[src/rtl/core/prdm_pkg.sv]
// Shared types, constants and the axis mapping table of the pen report decoder.
package prdm_pkg;

    localparam int RAW_W   = 16;
    localparam int RES_W   = 11;
    localparam int PROD_W  = RAW_W + RES_W;
    localparam int DVD_W   = 28;
    localparam int REM_W   = RAW_W;
    localparam int DIV_STEPS = DVD_W / 2;
    localparam int CNT_W   = 4;
    localparam int IDX_W   = 3;

    localparam logic [2:0] FAIL_LIMIT = 3'd5;

    localparam logic [7:0] HDR_SHORT = 8'h02;
    localparam logic [7:0] HDR_LONG  = 8'h1a;

    localparam int BIT_TIP    = 0;
    localparam int BIT_SIDE1  = 1;
    localparam int BIT_ERASER = 2;
    localparam int BIT_INVERT = 3;
    localparam int BIT_SIDE2  = 4;
    localparam int BIT_PROX   = 5;

    localparam logic [1:0] ST_OK        = 2'd0;
    localparam logic [1:0] ST_READ_FAIL = 2'd1;
    localparam logic [1:0] ST_BAD_HDR   = 2'd2;
    localparam logic [1:0] ST_RANGE     = 2'd3;

    localparam logic [IDX_W-1:0] REG_X_MAX    = 3'd0;
    localparam logic [IDX_W-1:0] REG_Y_MAX    = 3'd1;
    localparam logic [IDX_W-1:0] REG_P_MAX    = 3'd2;
    localparam logic [IDX_W-1:0] REG_X_RES    = 3'd3;
    localparam logic [IDX_W-1:0] REG_Y_RES    = 3'd4;
    localparam logic [IDX_W-1:0] REG_MAP_MODE = 3'd5;
    localparam logic [IDX_W-1:0] REG_COMPACT  = 3'd6;

    typedef struct packed {
        logic             start;
        logic [RAW_W-1:0] v;
        logic [RES_W-1:0] res;
        logic [RAW_W-1:0] maxv;
    } scl_req_t;

    typedef struct packed {
        logic             done;
        logic [RES_W-1:0] q;
    } scl_rsp_t;

    typedef struct packed {
        logic src_y;
        logic inv;
        logic res_x;
        logic post_sub;
    } map_sel_t;

    typedef struct packed {
        map_sel_t sx;
        map_sel_t sy;
    } map_pair_t;

    function automatic map_pair_t map_sel(input logic [2:0] mode);
        map_pair_t p;
        unique case (mode)
            3'd0:    p = '{sx: '{1'b1, 1'b0, 1'b1, 1'b1}, sy: '{1'b0, 1'b0, 1'b0, 1'b1}};
            3'd1:    p = '{sx: '{1'b1, 1'b0, 1'b1, 1'b0}, sy: '{1'b0, 1'b1, 1'b0, 1'b0}};
            3'd2:    p = '{sx: '{1'b1, 1'b0, 1'b1, 1'b0}, sy: '{1'b0, 1'b0, 1'b0, 1'b0}};
            3'd3:    p = '{sx: '{1'b0, 1'b0, 1'b1, 1'b0}, sy: '{1'b1, 1'b1, 1'b0, 1'b0}};
            3'd4:    p = '{sx: '{1'b0, 1'b0, 1'b1, 1'b0}, sy: '{1'b1, 1'b0, 1'b0, 1'b0}};
            3'd5:    p = '{sx: '{1'b1, 1'b1, 1'b0, 1'b0}, sy: '{1'b0, 1'b0, 1'b1, 1'b0}};
            3'd6:    p = '{sx: '{1'b1, 1'b0, 1'b0, 1'b0}, sy: '{1'b0, 1'b0, 1'b1, 1'b0}};
            default: p = '{sx: '{1'b0, 1'b1, 1'b1, 1'b0}, sy: '{1'b1, 1'b0, 1'b0, 1'b0}};
        endcase
        return p;
    endfunction

endpackage

[src/rtl/core/pen_report_decode_and_map_top.sv]
// Top level of the pen report decoder: checks, state, sequencer and output register.
//
// One pen report enters per word on the s_ channel; exactly one result word
// leaves on the m_ channel for each report, in order. The result carries an
// emit flag and a status code in m_tuser; a word with emit low is still
// delivered and must be taken.
// A good report goes through a check step, then two scaled coordinates, each
// through the shared scaling unit (a multiply, then the two-bit divide steps,
// then a hand-off), then a step that forms the result. A failed report goes
// from the check straight to forming the result. s_tready is high only while
// no report is in progress, so a new report is taken only after the last one
// has left its final step; the iterative divider sets the sustained rate.
// The result sits in an output register; a new report can be taken while it
// waits, and a stalled m_ side holds the next result in its last step until
// the register frees up. The user must write configuration through cfg_wr_en,
// cfg_index and cfg_wdata only while the block is idle; the block itself does
// not enforce this. Reset restores the default registers, clears proximity,
// tool, tip and failure state, and empties the output register.
module pen_report_decode_and_map_top (
    input  logic        clk,
    input  logic        rst_n,
    input  logic        cfg_wr_en,
    input  logic [2:0]  cfg_index,
    input  logic [15:0] cfg_wdata,
    input  logic        s_tvalid,
    output logic        s_tready,
    // pen_status, raw_y, raw_x, raw_pressure
    input  logic [55:0] s_tdata,
    // read_ok, header
    input  logic [8:0]  s_tuser,
    output logic        m_tvalid,
    input  logic        m_tready,
    // touch, in_prox, eraser_tool, side_button_one, side_button_two, screen_x,
    // screen_y, pressure, device_ready, reset_request, zero fill
    output logic [47:0] m_tdata,
    // emit, status
    output logic [2:0]  m_tuser
);
    import prdm_pkg::*;

    localparam logic [2:0] S_IDLE    = 3'd0;
    localparam logic [2:0] S_CHECK   = 3'd1;
    localparam logic [2:0] S_SX_WAIT = 3'd2;
    localparam logic [2:0] S_SY_WAIT = 3'd3;
    localparam logic [2:0] S_FINISH  = 3'd4;

    logic [2:0]       state_reg;
    logic [RAW_W-1:0] x_max_reg;
    logic [RAW_W-1:0] y_max_reg;
    logic [RAW_W-1:0] p_max_reg;
    logic [RES_W-1:0] x_res_reg;
    logic [RES_W-1:0] y_res_reg;
    logic [2:0]       map_mode_reg;
    logic             compact_reg;

    logic             rok_reg;
    logic [7:0]       hdr_reg;
    logic [7:0]       pst_reg;
    logic [RAW_W-1:0] ry_reg;
    logic [RAW_W-1:0] rx_reg;
    logic [RAW_W-1:0] rp_reg;
    logic [1:0]       code_reg;
    logic [RES_W-1:0] sx_reg;
    logic [RES_W-1:0] sy_reg;

    logic             prox_seen_reg;
    logic             eraser_reg;
    logic             tip_was_down_reg;
    logic [2:0]       fail_count_reg;

    logic             m_tvalid_reg;
    logic [47:0]      m_tdata_reg;
    logic [2:0]       m_tuser_reg;

    scl_req_t         req;
    scl_rsp_t         rsp;
    map_pair_t        pair;
    map_sel_t         cur;
    logic [1:0]       code_calc;
    logic [RES_W-1:0] post_q;
    logic             out_free;
    logic             eraser_next;
    logic             emit_next;
    logic             twd_next;
    logic             touch_calc;
    logic             prox_calc;

    prdm_scale u_scale (
        .clk   (clk),
        .rst_n (rst_n),
        .req   (req),
        .rsp   (rsp)
    );

    always_comb
    begin
        priority if (!rok_reg)
            code_calc = ST_READ_FAIL;
        else if (hdr_reg != HDR_SHORT && hdr_reg != HDR_LONG)
            code_calc = ST_BAD_HDR;
        else if (rx_reg > x_max_reg || ry_reg > y_max_reg || rp_reg > p_max_reg)
            code_calc = ST_RANGE;
        else
            code_calc = ST_OK;
    end

    always_comb
    begin
        pair = map_sel(map_mode_reg);
        cur  = (state_reg == S_CHECK) ? pair.sx : pair.sy;

        req.start = ((state_reg == S_CHECK) && (code_calc == ST_OK))
                  || ((state_reg == S_SX_WAIT) && rsp.done);
        if (cur.src_y)
        begin
            req.v    = cur.inv ? RAW_W'(y_max_reg - ry_reg) : ry_reg;
            req.maxv = y_max_reg;
        end
        else
        begin
            req.v    = cur.inv ? RAW_W'(x_max_reg - rx_reg) : rx_reg;
            req.maxv = x_max_reg;
        end
        req.res = cur.res_x ? x_res_reg : y_res_reg;
    end

    always_comb
    begin
        map_sel_t ps;
        logic [RES_W-1:0] pres;
        ps   = (state_reg == S_SX_WAIT) ? pair.sx : pair.sy;
        pres = ps.res_x ? x_res_reg : y_res_reg;
        post_q = ps.post_sub ? RES_W'(pres - rsp.q) : rsp.q;
    end

    always_comb
    begin
        touch_calc  = pst_reg[BIT_TIP] | pst_reg[BIT_ERASER];
        prox_calc   = pst_reg[BIT_PROX];
        eraser_next = prox_seen_reg ? eraser_reg
                                    : (pst_reg[BIT_ERASER] | pst_reg[BIT_INVERT]);
        twd_next    = tip_was_down_reg;
        emit_next   = 1'b1;
        if (compact_reg)
        begin
            priority if (pst_reg[BIT_TIP])
            begin
                twd_next  = 1'b1;
                emit_next = 1'b1;
            end
            else if (tip_was_down_reg)
            begin
                twd_next  = 1'b0;
                emit_next = 1'b1;
            end
            else
            begin
                emit_next = 1'b0;
            end
        end
    end

    assign out_free = !m_tvalid_reg || m_tready;

    always_ff @(posedge clk or negedge rst_n)
    begin
        if (!rst_n)
        begin
            state_reg        <= S_IDLE;
            x_max_reg        <= 16'hffff;
            y_max_reg        <= 16'hffff;
            p_max_reg        <= 16'hffff;
            x_res_reg        <= 11'd800;
            y_res_reg        <= 11'd600;
            map_mode_reg     <= 3'd3;
            compact_reg      <= 1'b0;
            rok_reg          <= 1'b0;
            hdr_reg          <= '0;
            pst_reg          <= '0;
            ry_reg           <= '0;
            rx_reg           <= '0;
            rp_reg           <= '0;
            code_reg         <= ST_OK;
            sx_reg           <= '0;
            sy_reg           <= '0;
            prox_seen_reg    <= 1'b0;
            eraser_reg       <= 1'b0;
            tip_was_down_reg <= 1'b0;
            fail_count_reg   <= '0;
            m_tvalid_reg     <= 1'b0;
            m_tdata_reg      <= '0;
            m_tuser_reg      <= '0;
        end
        else
        begin
            if (cfg_wr_en)
            begin
                case (cfg_index)
                    REG_X_MAX:    x_max_reg    <= cfg_wdata;
                    REG_Y_MAX:    y_max_reg    <= cfg_wdata;
                    REG_P_MAX:    p_max_reg    <= cfg_wdata;
                    REG_X_RES:    x_res_reg    <= cfg_wdata[RES_W-1:0];
                    REG_Y_RES:    y_res_reg    <= cfg_wdata[RES_W-1:0];
                    REG_MAP_MODE: map_mode_reg <= cfg_wdata[2:0];
                    REG_COMPACT:  compact_reg  <= cfg_wdata[0];
                    default:      ;
                endcase
            end

            if (m_tvalid_reg && m_tready && (state_reg != S_FINISH))
                m_tvalid_reg <= 1'b0;

            case (state_reg)
                S_IDLE:
                begin
                    if (s_tvalid)
                    begin
                        pst_reg   <= s_tdata[7:0];
                        ry_reg    <= s_tdata[23:8];
                        rx_reg    <= s_tdata[39:24];
                        rp_reg    <= s_tdata[55:40];
                        rok_reg   <= s_tuser[0];
                        hdr_reg   <= s_tuser[8:1];
                        state_reg <= S_CHECK;
                    end
                end
                S_CHECK:
                begin
                    code_reg  <= code_calc;
                    state_reg <= (code_calc == ST_OK) ? S_SX_WAIT : S_FINISH;
                end
                S_SX_WAIT:
                begin
                    if (rsp.done)
                    begin
                        sx_reg    <= post_q;
                        state_reg <= S_SY_WAIT;
                    end
                end
                S_SY_WAIT:
                begin
                    if (rsp.done)
                    begin
                        sy_reg    <= post_q;
                        state_reg <= S_FINISH;
                    end
                end
                S_FINISH:
                begin
                    if (out_free)
                    begin
                        m_tvalid_reg <= 1'b1;
                        state_reg    <= S_IDLE;
                        if (code_reg != ST_OK)
                        begin
                            // Failed reports leave pen state alone.
                            m_tuser_reg <= {code_reg, 1'b0};
                            if (fail_count_reg > FAIL_LIMIT)
                            begin
                                fail_count_reg <= '0;
                                m_tdata_reg    <= {3'b0, 1'b1, 44'b0};
                            end
                            else
                            begin
                                fail_count_reg <= fail_count_reg + 1'b1;
                                m_tdata_reg    <= '0;
                            end
                        end
                        else
                        begin
                            fail_count_reg   <= '0;
                            eraser_reg       <= eraser_next;
                            prox_seen_reg    <= prox_calc;
                            tip_was_down_reg <= twd_next;
                            m_tuser_reg      <= {ST_OK, emit_next};
                            m_tdata_reg      <= {3'b0, 1'b0, prox_calc, rp_reg,
                                                 sy_reg, sx_reg,
                                                 pst_reg[BIT_SIDE2], pst_reg[BIT_SIDE1],
                                                 eraser_next, prox_calc, touch_calc};
                        end
                    end
                end
                default:
                begin
                    state_reg <= S_IDLE;
                end
            endcase
        end
    end

    assign s_tready = (state_reg == S_IDLE);
    assign m_tvalid = m_tvalid_reg;
    assign m_tdata  = m_tdata_reg;
    assign m_tuser  = m_tuser_reg;

    a_one_in_flight: assert property (@(posedge clk) disable iff (!rst_n)
        (s_tvalid && s_tready) |=> !s_tready)
        else $error("report accepted while another is in progress");

    a_reset_req_on_fail: assert property (@(posedge clk) disable iff (!rst_n)
        (m_tvalid && m_tdata[44]) |-> (m_tuser[2:1] != ST_OK && !m_tuser[0]))
        else $error("reset request on a good or emitted report");

    a_fail_count_bound: assert property (@(posedge clk) disable iff (!rst_n)
        fail_count_reg <= FAIL_LIMIT + 3'd1)
        else $error("failure count passed its limit");

    a_scale_done_expected: assert property (@(posedge clk) disable iff (!rst_n)
        rsp.done |-> (state_reg == S_SX_WAIT || state_reg == S_SY_WAIT))
        else $error("scaling result arrived with no request open");

endmodule

[src/rtl/core/prdm_scale.sv]
// Shared scaling unit: one multiply, then a two-bit-per-cycle restoring divide.
module prdm_scale (
    input  logic               clk,
    input  logic               rst_n,
    input  prdm_pkg::scl_req_t req,
    output prdm_pkg::scl_rsp_t rsp
);
    import prdm_pkg::*;

    localparam logic [1:0] SC_IDLE = 2'd0;
    localparam logic [1:0] SC_MUL  = 2'd1;
    localparam logic [1:0] SC_DIV  = 2'd2;

    logic [1:0]       state_reg;
    logic [RAW_W-1:0] v_reg;
    logic [RES_W-1:0] res_reg;
    logic [RAW_W-1:0] max_reg;
    logic [DVD_W-1:0] dvd_reg;
    logic [REM_W-1:0] rem_reg;
    logic [CNT_W-1:0] cnt_reg;
    logic             done_reg;
    logic [RES_W-1:0] q_reg;

    logic [REM_W:0]   t0;
    logic [REM_W:0]   t1;
    logic             ge0;
    logic             ge1;
    logic [REM_W-1:0] r0;
    logic [REM_W-1:0] rem_next;
    logic [DVD_W-1:0] dvd_next;

    always_comb
    begin
        t0  = {rem_reg, dvd_reg[DVD_W-1]};
        ge0 = (t0 >= {1'b0, max_reg});
        r0  = ge0 ? REM_W'(t0 - {1'b0, max_reg}) : t0[REM_W-1:0];
        t1  = {r0, dvd_reg[DVD_W-2]};
        ge1 = (t1 >= {1'b0, max_reg});
        rem_next = ge1 ? REM_W'(t1 - {1'b0, max_reg}) : t1[REM_W-1:0];
        dvd_next = {dvd_reg[DVD_W-3:0], ge0, ge1};
    end

    always_ff @(posedge clk or negedge rst_n)
    begin
        if (!rst_n)
        begin
            state_reg <= SC_IDLE;
            v_reg     <= '0;
            res_reg   <= '0;
            max_reg   <= '0;
            dvd_reg   <= '0;
            rem_reg   <= '0;
            cnt_reg   <= '0;
            done_reg  <= 1'b0;
            q_reg     <= '0;
        end
        else
        begin
            done_reg <= (state_reg == SC_DIV) && (cnt_reg == CNT_W'(DIV_STEPS - 1));
            case (state_reg)
                SC_IDLE:
                begin
                    if (req.start)
                    begin
                        v_reg     <= req.v;
                        res_reg   <= req.res;
                        max_reg   <= req.maxv;
                        state_reg <= SC_MUL;
                    end
                end
                SC_MUL:
                begin
                    dvd_reg   <= DVD_W'(PROD_W'(v_reg) * PROD_W'(res_reg));
                    rem_reg   <= '0;
                    cnt_reg   <= '0;
                    state_reg <= SC_DIV;
                end
                SC_DIV:
                begin
                    dvd_reg <= dvd_next;
                    rem_reg <= rem_next;
                    cnt_reg <= cnt_reg + 1'b1;
                    if (cnt_reg == CNT_W'(DIV_STEPS - 1))
                    begin
                        // A zero divisor gives a zero quotient.
                        q_reg     <= (max_reg == '0) ? '0 : dvd_next[RES_W-1:0];
                        state_reg <= SC_IDLE;
                    end
                end
                default:
                begin
                    state_reg <= SC_IDLE;
                end
            endcase
        end
    end

    assign rsp.done = done_reg;
    assign rsp.q    = q_reg;

endmodule

[config.mk]
export PLATFORM = sky130hd
export DESIGN_NAME = pen_report_decode_and_map_top
export DESIGN_NICKNAME = d
export VERILOG_FILES = /design/src/rtl/core/prdm_pkg.sv /design/src/rtl/core/pen_report_decode_and_map_top.sv /design/src/rtl/core/prdm_scale.sv
export SDC_FILE = /design/constraint.sdc
export NUM_CORES = 1
export LEC_CHECK = 0
export ABC_AREA = 1
export BUFFER_PORTS_ARGS = -buffer_cell sky130_fd_sc_hd__buf_2
export CAP_MARGIN = 10
export CORE_MARGIN = 3
export CORE_UTILIZATION = 59
export CTS_CLUSTER_DIAMETER = 30
export DETAILED_ROUTE_END_ITERATION = 7
export GPL_TIMING_DRIVEN = 0
export PLACE_DENSITY = 0.83
export SLEW_MARGIN = 30
export SYNTH_ARGS = -nofsm -noshare
export SYNTH_HDL_FRONTEND = slang
export SYNTH_SLANG_ARGS = --single-unit
[constraint.sdc]
create_clock -name clk -period 10 [get_ports clk]
set_clock_uncertainty 0.05 [all_clocks]
set_input_delay 1.5 -clock clk [delete_from_list [all_inputs] [get_ports clk]]
set_output_delay 1.5 -clock clk [all_outputs]
set_load 0.03 [all_outputs]
==> results by stage <==
Status:
- The flow ran to the end, and the final reports show no timing, DRC or antenna violations.

Logic synthesis:
- The synthesized design spends more area on one cell type than any other, namely dfrtp_1.
- The average instance in the mapped netlist occupies 7.77 um^2.
- After synthesis the cells add up to about 25000 um^2.
- The top cell type by area accounts for 27.1% of the synthesized area.
- The most repeated cell in the gate-level netlist after synthesis is nand2_1.
- The number of warning messages in the yosys log is 0.
- Sequential elements use 33.2% of the synthesized area.
- The netlist uses 56 different library cells.
- After synthesis, the most frequently instantiated cells are nand2_1, inv_1, dfrtp_1, o21ai_0, a21oi_1.
- After synthesis, the cell types taking the most area are dfrtp_1, nand2_1, fa_1, inv_1, ha_1.
- The number of enable flip-flop cells after synthesis is 0.
- The proportion of synthesized flip-flops having asynchronous set or reset is 100%.
- Among all flip-flop cells after synthesis, the most frequent one is dfrtp_1.
- The number of synthesized register bits is between 300 and 400.
- Synthesis handed over a netlist of around 3200 instances.

STA:
- The number of slew-limit violations in the final report came to 0.
- The normalized max-slew margin is between 40% and 50%.
- Setup violations remaining at the end of the flow were counted as 0.
- Counting I/O delays and the setup requirement, the final critical path takes about 6300 ps.
- The setup TNS is 0 ps.
- The total count of hold-check failures in the final report is 0.
- The upper clock frequency limit is 158 MHz.
- Setup repair after global routing left no endpoint under its margin.
- The fraction of the cycle the final worst path needs is 63.2%.
- At the pin with the least slew margin, the transition time is about 870 ps.

Routing:
- The final wirelength is 67300 um.
- In this run the top signal layer used is met5.
- The detailed router placed approximately 22000 vias in this run.
- In the detailed route, the total length drawn on met3 is roughly 5300 um.
- The post-detailed-route via-to-cell ratio is between 5 and 6.
- The routed length on met1 is roughly 28000 um.
- The initial DRC count is around 1700.
- The average wire length per cell after detail routing is 17.1 um.
- Before antenna repair, the detailed router went through 6 iterations.
- In this run the remaining antenna-violating nets after routing total 0.
- Detailed routing placed a total of roughly 31000 um of wire on met2.
- The final routed DRC violation total is 0.

CTS:
- Post-CTS repair changed the size of 0 cells.
- Buffers inserted during clock tree synthesis total 52.
- Buffers added to address setup during post-CTS repair amount to 0.
- Buffers inserted to repair hold after CTS numbered 0.
- In this run the deepest clock path goes through 3 buffers.
- CTS built an H-tree with a depth of 2.
- After clock tree synthesis, the clock-pin slew on the worst setup and hold paths is 60 ps.
- The clock insertion delay at the later pin of the skew report is 580 ps.
- The total number of clock tree sinks is 323.
- TritonCTS built the clock tree.
- The cell at the root of the clock tree is clkbuf_16.

Final layout:
- For this run, the number of standard cells in the final layout without fillers is 3925.
- The layout overhead on the synthesized area is 13.2%.
- The register with the most flip-flops in the layout has 44 of them.
- The final non-filler cell area is between 20000 and 30000 um^2.
- The post-route netlist has between 10% and 20% of its cells at a drive strength greater than 1.
- The net count of the finished layout is approximately 3700.
- The repair_antennas step left the layout with diodes totalling 0.

Flow run:
- Across the run, the number of max-cap violations was 0.

Global route:
- The via count of the first global-routing pass is 21660.
- The total global routing track utilization is between 30% and 40%.
- Global routing finished with a remaining overflow of 0.
- The first global-routing pass estimated 110000 um of wire.
- The number of antenna violations at the first check in global routing is 2.
- The largest net degree at the start of global routing is 90.

Floorplanning:
- The die is roughly 210 um tall.
- In this run the core area contains 74 standard-cell rows.
- The floorplan step defined a die boundary enclosing 44000 um^2.
- Once the floorplan was initialized, standard cells occupied around three fifths of the core.
- The area of the placeable core is 40900 um^2.
- The width of the die is ~210 um.
- 142 I/O pins were placed.

Placed design:
- After detailed placement, the total cell area comes to 26000 um^2.
- The number of placed cells counting well taps is 3829.
- The half-perimeter wire length after detailed placement is between 50000 and 60000 um.
- The quantity of I/O buffers inserted on ports is about 140.
- The routability-driven placement congestion ratio is 0.995.

Critical path:
- STA classifies the critical path endpoint as a register.
- At the worst endpoint, the arrival time is 6700 ps.
- STA classifies the critical path startpoint as a register.
- In this run the worst path has a maximum fanout of 10.
- Data on the critical path is required at its endpoint by 10390 ps.
- The setup path with the least slack is of type register to register.

Hold path:
- The worst min-delay path class is register to register.

Power:
- The areal power density over the cells is approximately 200 nW/um^2.
- IR analysis of the VDD net gives a maximum drop of ~0.00021 V.
- The standby leakage power is ~15 nW.
-- cell type report --
| cell class | instances | area, um^2 |
|---|---|---|
| well taps | 532 | 666 |
| repair buffers | 139 | 773 |
| clock buffers | 58 | 1350 |
| inverters | 573 | 2160 |
| plain buffers | 123 | 586 |
| clock inverters | 38 | 425 |
| fillers | 3341 | 13200 |
| multi-input cells | 2139 | 13600 |
| flip-flops and latches | 323 | 8150 |
-- cell families after synthesis --
group	after synthesis	share of synthesized area (%)
buf+inv	696	11.2
fa+ha+maj	291	18.8
mux	33	1.39
xor+xnor	55	1.96
flops	323	33.2
compound gates	510	12.1
other cells	1	0.0153
simple gates	1247	21.3
-- per-layer routing --
metal,GRT usage (%),up-vias
li1,-,10366
met1,41.0,10406
met2,51.5,906
met3,5.04,181
met4,10.7,4
met5,0,-
-- path summary, 6_finish.rpt --
check,startpoint,endpoint,slack (ps),cells past startpoint
max,u_scale.res_reg[7],u_scale.dvd_reg[21],3680,19
min,u_scale.max_reg[13],u_scale.max_reg[13],430,2
max reg2reg,u_scale.res_reg[7],u_scale.dvd_reg[21],3680,19
min reg2reg,u_scale.max_reg[13],u_scale.max_reg[13],430,2
max in group asynchronous,rst_n,u_scale.dvd_reg[24],7790,3
min in group asynchronous,rst_n,u_scale.rem_reg[11],850,1
-- stage by stage --
stage | hold slack, ps | util, % | power [mW] | setup WS (ps)
after floorplan | 392 | - | 3.03 | 4900
after global placement | 415 | 63.2 | 3.58 | 1360
after detailed placement | 417 | 63.5 | 3.62 | 3850
after CTS | 431 | 67.8 | 5.46 | 3820
after global routing | 441 | 67.8 | 5.78 | 3460
final | 427 | 67.8 | 5.48 | 3680
-- power breakdown --
| group | total (mW) | switching (mW) | internal (mW) |
|---|---|---|---|
| clock | 1.80 | 0.712 | 1.09 |
| sequential | 1.76 | 0.176 | 1.58 |
| combinational | 1.92 | 1.29 | 0.625 |
| total | 5.48 | 2.18 | 3.30 |
-- placed cells by master (no fill, tap or decap), drive strengths merged, types with 4 or more instances in the layout --
cell	instances
dfstp	57
a31oi	6
nand3b	11
dfrtp	266
o211ai	10
mux2i	25
nor2	166
nand3	144
ha	161
or2	5
nor4	6
inv	592
o221ai	17
xnor2	23
a22o	20
clkbuf	141
fa	130
o21bai	17
a21oi	167
o21ai	232
nand2	861
nand4	38
buf	179
a21o	4
o21a	5
mux2	8
o22ai	22
nor3	14
xor2	32
clkinv	13
-- critical path, stage by stage, from the launching register on --
cell and delay, ps:
dfrtp_1 320, clkbuf_1 450, clkbuf_1 560, nand2_1 180, fa_1 580, inv_1 50, fa_1 480, fa_1 540
fa_1 550, inv_1 50, fa_1 580, inv_1 60, ha_1 350, a21oi_1 310, o21ai_0 170, a21oi_1 140
o21ai_0 190, a21oi_1 220, xor2_1 250, o21bai_1 100
No activity file was read; power rests on OpenSTA's default activity.
